$ cat src/sv/c2gws_pkg.sv
// ----------------------------------------------------------------------------
// c2gws_pkg: calendar to GPS week/seconds shared definitions
// Field widths, the epoch year and the cumulative month-start table.
// ----------------------------------------------------------------------------
`default_nettype none

package c2gws_pkg;

  // beat field widths
  localparam int YEAR_W   = 12;
  localparam int MONTH_W  = 4;
  localparam int DAY_W    = 5;
  localparam int HOUR_W   = 5;
  localparam int MINUTE_W = 6;
  localparam int SEC_W    = 26;
  localparam int WEEK_W   = 14;
  localparam int WSEC_W   = 40;

  localparam int EPOCH_YEAR = 1980;

  // days before the first of each month, common year
  function automatic logic [8:0] month_start(input logic [MONTH_W-1:0] month);
    logic [8:0] days;
    case (month)
      4'd1:    days = 9'd0;
      4'd2:    days = 9'd31;
      4'd3:    days = 9'd59;
      4'd4:    days = 9'd90;
      4'd5:    days = 9'd120;
      4'd6:    days = 9'd151;
      4'd7:    days = 9'd181;
      4'd8:    days = 9'd212;
      4'd9:    days = 9'd243;
      4'd10:   days = 9'd273;
      4'd11:   days = 9'd304;
      4'd12:   days = 9'd334;
      default: days = 9'd0;
    endcase
    return days;
  endfunction

endpackage

`default_nettype wire

$ cat src/sv/c2gws_if.sv
// ----------------------------------------------------------------------------
// c2gws_if: calendar to GPS week/seconds channel interfaces
// Valid/ready channels for the date/time beat and the week/seconds beat.
// ----------------------------------------------------------------------------
`default_nettype none

interface c2gws_in_if;
  import c2gws_pkg::*;

  logic                valid;
  logic                ready;
  logic [YEAR_W-1:0]   year;
  logic [MONTH_W-1:0]  month;
  logic [DAY_W-1:0]    day;
  logic [HOUR_W-1:0]   hour;
  logic [MINUTE_W-1:0] minute;
  logic [SEC_W-1:0]    second_us;

  modport source (output valid, year, month, day, hour, minute, second_us,
                  input ready);
  modport sink   (input valid, year, month, day, hour, minute, second_us,
                  output ready);
endinterface

interface c2gws_out_if;
  import c2gws_pkg::*;

  logic              valid;
  logic              ready;
  logic              status;
  logic [WEEK_W-1:0] gps_week;
  logic [WSEC_W-1:0] week_second_us;

  modport source (output valid, status, gps_week, week_second_us, input ready);
  modport sink   (input valid, status, gps_week, week_second_us, output ready);
endinterface

`default_nettype wire

$ cat src/sv/calendar_to_gps_week_seconds_core.sv
// Path: an accepted input beat passes the stage 1, 2, 3 and 4 registers in
//   order. Throughput: one beat per cycle unless the output stalls; the four
//   register stages each take one beat per clock when not stalled, and the
//   divide-by-seven reciprocal multiply owns stage three.
// Reset: synchronous, active low; clears every stage valid bit, data unreset.
// ----------------------------------------------------------------------------
// calendar_to_gps_week_seconds_core: Gregorian date/time to GPS week + TOW
// Four-stage pipeline. Day count from 6 Jan 1980 via closed-form leap count,
// constant divides done as reciprocal multiplies, per-stage valid/ready.
// ----------------------------------------------------------------------------
`default_nettype none

module calendar_to_gps_week_seconds_core #(
  parameter int YEAR_SPAN = 256   // supported years: 1980 .. 1980+YEAR_SPAN-1
) (
  input  wire          clk,
  input  wire          rst_n,
  c2gws_in_if.sink     in_ch,
  c2gws_out_if.source  out_ch
);
  import c2gws_pkg::*;

  // floor(x/100) == (x*5243) >> 19 for x < 4096
  localparam logic [12:0] RECIP_100  = 13'd5243;
  // floor(d/7) == (d*1198373) >> 23 for d < 2^20
  localparam logic [20:0] RECIP_7    = 21'd1198373;
  localparam logic [12:0] YEAR_END   = 13'(EPOCH_YEAR + YEAR_SPAN);
  // leaps_upto(1979) plus the epoch day offset of 6
  localparam logic [21:0] DAY_BIAS   = 22'd485;
  localparam logic [36:0] US_PER_HR  = 37'd3600000000;
  localparam logic [31:0] US_PER_MIN = 32'd60000000;
  localparam logic [39:0] US_PER_DAY = 40'd86400000000;

  // --------------------------------------------------------------------------
  // Handshake: each stage loads when empty or when its successor moves on,
  // so bubbles collapse and a stalled output never drops a beat.
  // --------------------------------------------------------------------------
  logic v1_r, v2_r, v3_r, v4_r;
  logic rdy1, rdy2, rdy3, rdy4;

  assign rdy4 = !v4_r || out_ch.ready;
  assign rdy3 = !v3_r || rdy4;
  assign rdy2 = !v2_r || rdy3;
  assign rdy1 = !v1_r || rdy2;
  assign in_ch.ready = rdy1;

  always_ff @(posedge clk) begin
    if (!rst_n) begin
      v1_r <= 1'b0;
      v2_r <= 1'b0;
      v3_r <= 1'b0;
      v4_r <= 1'b0;
    end else begin
      if (rdy1) v1_r <= in_ch.valid;
      if (rdy2) v2_r <= v1_r;
      if (rdy3) v3_r <= v2_r;
      if (rdy4) v4_r <= v3_r;
    end
  end

  // --------------------------------------------------------------------------
  // Stage 1: range check, month table, the three divides by 100 and the
  // time-of-day products.
  // --------------------------------------------------------------------------
  logic [YEAR_W-1:0] nm1;
  logic [24:0]       p_n100;
  logic [22:0]       p_n400;
  logic [24:0]       p_y100;

  logic              err1_nxt;
  logic [11:0]       yo1_nxt;
  logic [9:0]        q4_1_nxt;
  logic [5:0]        q100_1_nxt;
  logic [3:0]        q400_1_nxt;
  logic [5:0]        yq100_1_nxt;
  logic [36:0]       hr_us1_nxt;
  logic [31:0]       min_us1_nxt;

  logic              err1_r;
  logic [11:0]       yo1_r;
  logic [YEAR_W-1:0] year1_r;
  logic [9:0]        q4_1_r;
  logic [5:0]        q100_1_r;
  logic [3:0]        q400_1_r;
  logic [5:0]        yq100_1_r;
  logic [8:0]        mstart1_r;
  logic              mgt2_1_r;
  logic [DAY_W-1:0]  day1_r;
  logic [36:0]       hr_us1_r;
  logic [31:0]       min_us1_r;
  logic [SEC_W-1:0]  sec1_r;

  always_comb begin
    nm1         = in_ch.year - 12'd1;
    p_n100      = 25'(nm1) * 25'(RECIP_100);
    p_n400      = 23'(nm1[11:2]) * 23'(RECIP_100);   // (n/4)/100 == n/400
    p_y100      = 25'(in_ch.year) * 25'(RECIP_100);
    q4_1_nxt    = nm1[11:2];
    q100_1_nxt  = p_n100[24:19];
    q400_1_nxt  = p_n400[22:19];
    yq100_1_nxt = p_y100[24:19];
    yo1_nxt     = in_ch.year - 12'(EPOCH_YEAR);
    err1_nxt    = (in_ch.year < 12'(EPOCH_YEAR)) || ({1'b0, in_ch.year} >= YEAR_END) ||
                  (in_ch.month == 4'd0) || (in_ch.month > 4'd12) || (in_ch.day == 5'd0);
    hr_us1_nxt  = 37'(in_ch.hour) * US_PER_HR;
    min_us1_nxt = 32'(in_ch.minute) * US_PER_MIN;
  end

  always_ff @(posedge clk) begin
    if (rdy1 && in_ch.valid) begin
      err1_r    <= err1_nxt;
      yo1_r     <= yo1_nxt;
      year1_r   <= in_ch.year;
      q4_1_r    <= q4_1_nxt;
      q100_1_r  <= q100_1_nxt;
      q400_1_r  <= q400_1_nxt;
      yq100_1_r <= yq100_1_nxt;
      mstart1_r <= month_start(in_ch.month);
      mgt2_1_r  <= in_ch.month > 4'd2;
      day1_r    <= in_ch.day;
      hr_us1_r  <= hr_us1_nxt;
      min_us1_r <= min_us1_nxt;
      sec1_r    <= in_ch.second_us;
    end
  end

  // --------------------------------------------------------------------------
  // Stage 2: days since the epoch (signed 22 bit, negative means before
  // 6 Jan 1980) and time of day in microseconds.
  // --------------------------------------------------------------------------
  logic        is_cent;
  logic        leap;
  logic [21:0] d2_nxt;
  logic [36:0] tod2_nxt;

  logic        err2_r;
  logic [19:0] d2_r;
  logic [36:0] tod2_r;

  always_comb begin
    is_cent  = (12'(yq100_1_r) * 12'd100) == year1_r;
    leap     = (year1_r[1:0] == 2'b00) && (!is_cent || (yq100_1_r[1:0] == 2'b00));
    d2_nxt   = 22'(yo1_r) * 22'd365 + 22'(q4_1_r) - 22'(q100_1_r) + 22'(q400_1_r)
             + 22'(mstart1_r) + 22'(leap && mgt2_1_r) + 22'(day1_r) - DAY_BIAS;
    tod2_nxt = hr_us1_r + 37'(min_us1_r) + 37'(sec1_r);
  end

  always_ff @(posedge clk) begin
    if (rdy2 && v1_r) begin
      err2_r <= err1_r || d2_nxt[21];
      d2_r   <= d2_nxt[19:0];
      tod2_r <= tod2_nxt;
    end
  end

  // --------------------------------------------------------------------------
  // Stage 3: week number by reciprocal multiply.
  // --------------------------------------------------------------------------
  logic [40:0] p_d7;

  logic        err3_r;
  logic [19:0] d3_r;
  logic [17:0] q7_3_r;
  logic [36:0] tod3_r;

  assign p_d7 = 41'(d2_r) * 41'(RECIP_7);

  always_ff @(posedge clk) begin
    if (rdy3 && v2_r) begin
      err3_r <= err2_r;
      d3_r   <= d2_r;
      q7_3_r <= p_d7[40:23];
      tod3_r <= tod2_r;
    end
  end

  // --------------------------------------------------------------------------
  // Stage 4 (output register): day of week, time of week, error zeroing.
  // --------------------------------------------------------------------------
  logic [19:0]       rem_full;
  logic [WSEC_W-1:0] wsec4_nxt;

  logic              status_r;
  logic [WEEK_W-1:0] week_r;
  logic [WSEC_W-1:0] wsec_r;

  always_comb begin
    rem_full  = d3_r - 20'(20'(q7_3_r) * 20'd7);
    wsec4_nxt = 40'(rem_full[2:0]) * US_PER_DAY + 40'(tod3_r);
  end

  always_ff @(posedge clk) begin
    if (rdy4 && v3_r) begin
      status_r <= err3_r;
      week_r   <= err3_r ? '0 : q7_3_r[WEEK_W-1:0];
      wsec_r   <= err3_r ? '0 : wsec4_nxt;
    end
  end

  assign out_ch.valid          = v4_r;
  assign out_ch.status         = status_r;
  assign out_ch.gps_week       = week_r;
  assign out_ch.week_second_us = wsec_r;

endmodule

`default_nettype wire

$ cat src/flat_wrapper.sv
// flat-port wrapper written by rule: the top's interface ports become plain ports
module calendar_to_gps_week_seconds_core_flat import c2gws_pkg::*;
#(
  parameter int YEAR_SPAN = 256                                               
)
  (clk, rst_n, in_ch_valid, in_ch_year, in_ch_month, in_ch_day, in_ch_hour, in_ch_minute, in_ch_second_us, in_ch_ready, out_ch_valid, out_ch_status, out_ch_gps_week, out_ch_week_second_us, out_ch_ready);
  c2gws_in_if in_ch_i ();
  c2gws_out_if out_ch_i ();
  input  wire clk;
  input  wire rst_n;
  input wire logic [$bits(in_ch_i.valid)-1:0] in_ch_valid;
  input wire logic [$bits(in_ch_i.year)-1:0] in_ch_year;
  input wire logic [$bits(in_ch_i.month)-1:0] in_ch_month;
  input wire logic [$bits(in_ch_i.day)-1:0] in_ch_day;
  input wire logic [$bits(in_ch_i.hour)-1:0] in_ch_hour;
  input wire logic [$bits(in_ch_i.minute)-1:0] in_ch_minute;
  input wire logic [$bits(in_ch_i.second_us)-1:0] in_ch_second_us;
  output wire logic [$bits(in_ch_i.ready)-1:0] in_ch_ready;
  output wire logic [$bits(out_ch_i.valid)-1:0] out_ch_valid;
  output wire logic [$bits(out_ch_i.status)-1:0] out_ch_status;
  output wire logic [$bits(out_ch_i.gps_week)-1:0] out_ch_gps_week;
  output wire logic [$bits(out_ch_i.week_second_us)-1:0] out_ch_week_second_us;
  input wire logic [$bits(out_ch_i.ready)-1:0] out_ch_ready;
  assign in_ch_i.valid = in_ch_valid;
  assign in_ch_i.year = in_ch_year;
  assign in_ch_i.month = in_ch_month;
  assign in_ch_i.day = in_ch_day;
  assign in_ch_i.hour = in_ch_hour;
  assign in_ch_i.minute = in_ch_minute;
  assign in_ch_i.second_us = in_ch_second_us;
  assign in_ch_ready = in_ch_i.ready;
  assign out_ch_valid = out_ch_i.valid;
  assign out_ch_status = out_ch_i.status;
  assign out_ch_gps_week = out_ch_i.gps_week;
  assign out_ch_week_second_us = out_ch_i.week_second_us;
  assign out_ch_i.ready = out_ch_ready;
  calendar_to_gps_week_seconds_core #(.YEAR_SPAN(YEAR_SPAN)) u_core (.clk(clk), .rst_n(rst_n), .in_ch(in_ch_i), .out_ch(out_ch_i));
endmodule
$ cat config.mk
export PLATFORM = sky130hd
export DESIGN_NAME = calendar_to_gps_week_seconds_core_flat
export DESIGN_NICKNAME = d
export VERILOG_FILES = /design/src/sv/c2gws_pkg.sv /design/src/sv/c2gws_if.sv /design/src/sv/calendar_to_gps_week_seconds_core.sv /design/src/flat_wrapper.sv
export SDC_FILE = /design/constraint.sdc
export NUM_CORES = 1
export LEC_CHECK = 0
export BUFFER_PORTS_ARGS = -buffer_cell sky130_fd_sc_hd__buf_2
export CAP_MARGIN = 0
export CORE_MARGIN = 4
export CORE_UTILIZATION = 65
export CTS_BUF_LIST = sky130_fd_sc_hd__clkbuf_4 sky130_fd_sc_hd__clkbuf_8
export CTS_CLUSTER_DIAMETER = 150
export DETAILED_ROUTE_END_ITERATION = 16
export GPL_TIMING_DRIVEN = 0
export PLACE_DENSITY_LB_ADDON = 0.05
export SYNTH_ARGS = -nofsm -noshare
export SYNTH_HDL_FRONTEND = slang
export SYNTH_SLANG_ARGS = --single-unit
$ cat constraint.sdc
create_clock -name clk -period 24.1 [get_ports clk]
set_clock_uncertainty 0.05 [all_clocks]
set_input_delay 2.41 -clock clk [delete_from_list [all_inputs] [get_ports clk]]
set_output_delay 2.41 -clock clk [all_outputs]
set_load 0.02 [all_outputs]
==> summary.md, run 1 <==
| Metric | Value |
|---|---|
| Total gr overflow | 0 |
| Post-DP HPWL | 54.5 mm |
| Worst Hold Launch | u_core.err2_r |
| Reg-to-reg endpoint | u_core.d2_r[16] |
| WL final | 64.1 mm |
| Worst stage delay on the critical path | 670 ps |
| FF-to-FF setup slack | 15960 ps |
| Final hold slack | 339 ps |
| Yosys reg bits | 313 |
| Min cycle time layout | 10180 ps |
| Die ar. | 53300 um2 |
| Outcome | completed |
| Max-capacitance violation count | 0 |
| Most frequent cells in the layout | ha_1 (614), inv_1 (531), edfxtp_1 (309) |
| Seq/Total Area, Yosys | 29.0% |
| # setup viols final | 0 |
| Worst-margin pin slew | 1080 ps |
| Global placement routability congestion | 0.915 |
| Mapped cell area | 32300 um2 |
| Final net count | 4058 |
| Post-synth EDFFs | 309 |
| Antenna Violating Nets Remaining | 0 |
| CTS Buf Count | 50 |
| WP buf/inv | 6 |
| Tot GR Track Use | 24.8% |
| Starting Density | 65.9% |
| Worst Path Class, Setup | primary input to flop |
| Total placed cells including tap cells | 3702 |
| Crit share post-route | 42.2% |
| TritonCTS clock tree | built |
| CTS root buf | clkbuf_8 |
| Crit start category | primary input |
| Commonest non-fill, non-tap cell in the layout | ha_1 |
| Clock Latency Late Sink | 650 ps |
| Number of global-route vias before repair | 22300 |
| H-tree levels | 2 |
| Post-route insts no fill | 3796 |
| Via/cell ratio | 5.63 |
| Syn avg cell area | 11.1 um2 |
| Hold Path Sink | u_core.err3_r |
| Slowest cell on the critical path | a2111oi_0 |
| Initial antenna violation count | 4 |
| Clk slew on worst S/H paths | 70 ps |
| RSZ-0062 raised after global routing | false |
| Die Width | 231 um |
| Maximum clock rate | 98.2 MHz |
| PortBufs | 117 |
| Filler cells | 3639 |
| Hold Violations, Final | 0 |
| R2R depth | 27 |
| Syn Inst Count | 2912 |
| Worst-path cell chain | buf_2 > clkbuf_1 > inv_1 > ha_1 > a21boi_1 > o21ai_0 > or3_1 > a21boi_1 > o21ai_0 > xnor2_1 > inv_1 > fa_1 > inv_1 > fa_1 > inv_1 > fa_1 > fa_1 > fa_1 > ha_1 > a2111oi_0 > o221ai_1 > o31ai_1 > o21ai_0 > xor2_1 |
| Worst relative slew slack | 27.2% |
| Ys async rst share | 0% |
| Cell row count | 81 |
| Critical Path RT | 24380 ps |
| Fraction of layout instances using a drive strength above 1 | 8.47% |
| Vias | 21400 |
| # clock sinks | 313 |
| Yosys cell types | 87 |
| Syn nets | 3880 |
| Total core area | 49100 um2 |
| Cells on Worst Hold Path | 0 |
| Synth warn | 0 |
| Largest net degree at the start of global routing | 40 |
| Fin Setup TNS | 0 ps |
| Max Slew Vio Count | 0 |
| Critical path fanouts, max | 8 |
| Data arrival time of the critical path | 10460 ps |
| Most common flop cell mapped by yosys | edfxtp_1 |
| CP delay by family, top | adder cells |
| First-pass GRT wire length | 109 mm |
| Hold-fix buffers, CTS | 0 |
| Post-CTS Resized | 0 |
| I/O Pins | 119 |
| RR Startpoint | u_core.yq100_1_r[1] |
| Post-CTS Repair Setup Buffers | 0 |
| Area delta synth->final | 8.40% |
| 1st-iter DRT viols | 1124 |
| Residual DRC count | 0 |
| Die Height | 231 um |
| DR WL/cell | 16.9 um |
| Clock buffer depth | 3 |
| Drt pass-1 iters | 8 |
| Setup crit end kind | flop |
| CP dominant cell by count | fa_1 |
| Worst Hold Class | flop to flop |
logic make-up after synthesis:
group | after synthesis | synth area share, %
flops | 313 | 29.0
compound gates | 501 | 10.2
buf+inv | 565 | 6.62
simple gates | 429 | 6.82
xor+xnor | 185 | 5.02
fa+ha+maj | 907 | 41.9
mux | 12 | 0.422
cell usage after synthesis, types with 55 or more instances:
cell type | n | share of area [%]
inv_1 | 531 | 6.2
nor2_1 | 99 | 1.2
xnor2_1 | 123 | 3.3
a21o_1 | 60 | 1.4
o21ai_0 | 84 | 1.3
edfxtp_1 | 309 | 29
nand2_1 | 94 | 1.1
xor2_1 | 62 | 1.7
a21oi_1 | 146 | 2.3
nor2b_1 | 55 | 1.1
fa_1 | 292 | 18
ha_1 | 614 | 24
registers in the layout, summed over array words and instances, names as in the netlist, 20 cells and up:
register,flops
u_core.sec1_r,26
u_core.tod2_r,37
u_core.hr_us1_r,27
u_core.out_ch.week_second_us,40
u_core.d2_r,20
u_core.tod3_r,37
u_core.min_us1_r,24
worst register-to-register path: stages (launching register included):
cell       delay (ps)
edfxtp_1          450
ha_1              330
ha_1              310
ha_1              320
fa_1              500
xor2_1            170
nor3_1            170
nand4_1           130
nor4_1            300
a21oi_1           200
fa_1              520
inv_1              60
fa_1              360
inv_1              80
fa_1              420
ha_1              290
inv_1              50
fa_1              500
fa_1              490
inv_1              70
fa_1              480
a211o_1           380
a2111oi_4         410
a2bb2oi_2         280
a21oi_2           100
a31o_1            250
a21oi_2           150
xnor2_1            80
cell type report:
type	instances	area, um2	share of cell area, %
plain buffers	34	146	0.418
flip-flops and latches	313	9360	26.7
well taps	664	831	2.37
clock inverters	28	259	0.740
repair buffers	126	788	2.25
diodes	3	7.51	0.0214
clock buffers	63	786	2.24
multi-input cells	2034	20800	59.5
inverters	531	1990	5.69
worst max path at each step:
stage	start	end	slack, ps	cells after the start
floorplan	out_ch_ready	u_core.day1_r[0]	13580	3
global placement	out_ch_ready	u_core.yq100_1_r[4]	10710	4
detailed placement	in_ch_year[2]	u_core.q100_1_r[4]	13330	24
CTS	in_ch_year[2]	u_core.q100_1_r[4]	13940	24
global route	in_ch_year[2]	u_core.q100_1_r[4]	13360	24
finish	in_ch_year[2]	u_core.q100_1_r[4]	13920	24
stage by stage:
step                      setup WS, ps  utilization [%]  instance area, um2
after global placement           10710             68.7               33700
after detailed placement         13330             69.2               34000
after global routing             13360             71.4               35000
after CTS                        13940             71.4               35000
final                            13920             71.4               35000
after floorplan                  13580                -               32300
routing by layer:
metal	global-route usage (%)	wire length (um)
met1	34.1	28700
met2	42.2	31000
met3	3.25	3010
met4	5.83	1290
met5	0	13
Power of run 1 is not shown: default switching activity piles up to over one toggle a cycle in this logic, so the estimate is an artifact.
==> inputs of run 2 (changes only) <==
Settings changed: CORE_UTILIZATION 65 to 59.
Clock period 24.1 ns to 8.5 ns, I/O delays scaled along.
==> summary.md, run 2 (synthesis gave the netlist of run 1 again) <==
| Metric | Value |
|---|---|
| 1st-iter DRT viols | 1012 (-10%) |
| Total core area | 54000 um2 (+10%) |
| Drt pass-1 iters | 5 (-3) |
| Die Height | 242 um (+4.8%) |
| Cell row count | 85 (+4.9%) |
| Clock Latency Late Sink | 650 ps (about the same) |
| Area delta synth->final | 9.08% |
| Grt met3 use | 2.80% (-0.45 points) |
| I/O Pins | 119 (unchanged) |
| Final net count | 4063 (+0.12%) |
| Total gr overflow | 0 (unchanged) |
| Hold-fix buffers, CTS | 0 (unchanged) |
| WL final | 64.7 mm (+1.1%) |
| Crit share post-route | 94.5% |
| # clock sinks | 313 (unchanged) |
| Worst Hold Launch | in_ch_second_us[17] |
| Max Slew Vio Count | 0 (unchanged) |
| Clk slew on worst S/H paths | 70 ps (about the same) |
| Hold Violations, Final | 0 (unchanged) |
| Via/cell ratio | 5.52 (-1.9%) |
| First-pass GRT wire length | 109 mm (+0.55%) |
| PortBufs | 117 (unchanged) |
| Setup crit end kind | flop |
| Cells on Worst Hold Path | 1 (+1) |
| Die Width | 242 um (+4.8%) |
| Largest net degree at the start of global routing | 38 (-5.0%) |
| Initial antenna violation count | 5 (+1) |
| TritonCTS clock tree | built |
| Commonest non-fill, non-tap cell in the layout | ha_1 |
| Total placed cells including tap cells | 3734 (+0.86%) |
| Tot GR Track Use | 22.5% (-2.3 points) |
| Hold Path Sink | u_core.sec1_r[17] |
| Post-DP HPWL | 54.9 mm (+0.77%) |
| Die ar. | 58600 um2 (+9.8%) |
| Worst Hold Class | primary input to flop |
| Most frequent cells in the layout | ha_1 (614), inv_1 (531), edfxtp_1 (309) |
| Critical path fanouts, max | 3 (-5) |
| Worst-margin pin slew | 973 ps (-112 ps) |
| Crit start category | flop |
| Worst Path Class, Setup | flop to flop |
| Post-route insts no fill | 3836 (+1.1%) |
| H-tree levels | 2 (unchanged) |
| # setup viols final | 0 (unchanged) |
| Data arrival time of the critical path | 8340 ps (-2120 ps) |
| Filler cells | 4252 (+17%) |
| Starting Density | 59.8% (-6.1 points) |
| RR Startpoint | u_core.yq100_1_r[1] |
| Worst Slack Setup Final | 466 ps (-13450 ps) |
| Clock buffer depth | 3 (unchanged) |
| Reg-to-reg endpoint | u_core.d2_r[16] |
| Min cycle time layout | 8030 ps |
| Antenna Violating Nets Remaining | 0 (unchanged) |
| Global placement routability congestion | 0.896 (-2.1%) |
| DP Worst Slack | -854 ps (-14180 ps) |
| Max-capacitance violation count | 0 (unchanged) |
| Residual DRC count | 0 (unchanged) |
| Fraction of layout instances using a drive strength above 1 | 8.93% (+0.46 points) |
| Worst relative slew slack | 34.6% (+7.5 points) |
| Critical Path RT | 8810 ps (-15570 ps) |
| R2R depth | 27 (unchanged) |
| Max FFs per register | 40 (unchanged) |
| FF-to-FF setup slack | 470 ps (-15490 ps) |
| Maximum clock rate | 124 MHz |
| Met2 Use GR | 38.3% (-3.9 points) |
| CTS root buf | clkbuf_8 |
| GRT busiest layer | met2 |
| DR WL/cell | 16.9 um (about the same) |
| CTS Buf Count | 52 (+4.0%) |
| M1 GR Usage | 31.2% (-2.9 points) |
| Outcome | completed |
| Number of global-route vias before repair | 22000 (-1.1%) |
| Vias | 21200 (-0.88%) |
| RSZ-0062 raised after global routing | false |
==> run 2: changes by cell type in the layout (fill, tap and decap cells not counted), moves of 2 or more <==
cell / delta
buf_4: +4
clkinv_1: +2
xnor2_1: -2
clkinv_2: -2
clkbuf_8: +2
diode_2: +2
xnor2_2: +2
bufinv_16: +3
==> run 2: stage by stage <==
step	TNS [ps]	instance area, um2	hold WS [ps]	utilization, %
floorplan	0	32300	350	-
global placement	-3940	33800	351	62.5
detailed placement	-5010	34000	355	62.9
CTS	0	35100	269	65.1
global route	0	35200	264	65.2
finish	0	35200	322	65.2
==> run 2: layer usage <==
| layer | wire length (um) | up-vias |
|---|---|---|
| met5 | 13 | - |
| met4 | 1250 | 2 |
| met3 | 2300 | 92 |
| met2 | 31400 | 349 |
| met1 | 29700 | 10300 |
| li1 | - | 10400 |
==> run 2: worst max-delay path: stages, from the launching register on <==
cell       delay, ps
edfxtp_1         430
ha_1             320
ha_1             290
ha_1             320
fa_1             510
xor2_1           180
nor3_1           190
nand4_1          190
nor4_2           230
a21oi_2          130
fa_1             500
inv_1             50
fa_1             350
inv_1             70
fa_1             410
ha_1             300
inv_1             60
fa_1             500
fa_1             500
inv_1             70
fa_1             470
a211o_1          380
a2111oi_4        440
a2bb2oi_2        260
a21oi_2          100
a31o_1           240
a21oi_2          150
xnor2_1           80
==> run 2: repair_timing <==
action                                  in CTS  in global routing
endpoints found under the setup margin       4                 13
resized for setup                            1                 11
buffers inserted                             0                  4
pin swaps                                    0                  3
==> run 2: how the worst max path moves through the flow <==
stage / from / to / slack (ps) / depth (start not counted)
floorplan: u_core.yq100_1_r[1] / u_core.d2_r[16] / 1020 / 27
global placement: in_ch_year[2] / u_core.q100_1_r[4] / -780 / 24
detailed placement: in_ch_year[2] / u_core.q100_1_r[4] / -850 / 24
CTS: in_ch_year[2] / u_core.q100_1_r[4] / 4 / 24
global route: u_core.yq100_1_r[2] / u_core.d2_r[16] / 30 / 27
finish: u_core.yq100_1_r[1] / u_core.d2_r[16] / 470 / 27
==> run 2: area by class of cell <==
class / instances / area, um2 / area share (%)
sequential: 313 / 9360 / 26.6
clock inverter: 30 / 338 / 0.959
timing repair buffer: 130 / 811 / 2.30
buffer: 33 / 143 / 0.405
multi-input combinational: 2034 / 20900 / 59.3
clock buffer: 64 / 806 / 2.29
antenna: 5 / 12.5 / 0.0355
tap: 696 / 871 / 2.47
inverter: 531 / 1990 / 5.66
Power of run 2 is left out for the same reason.
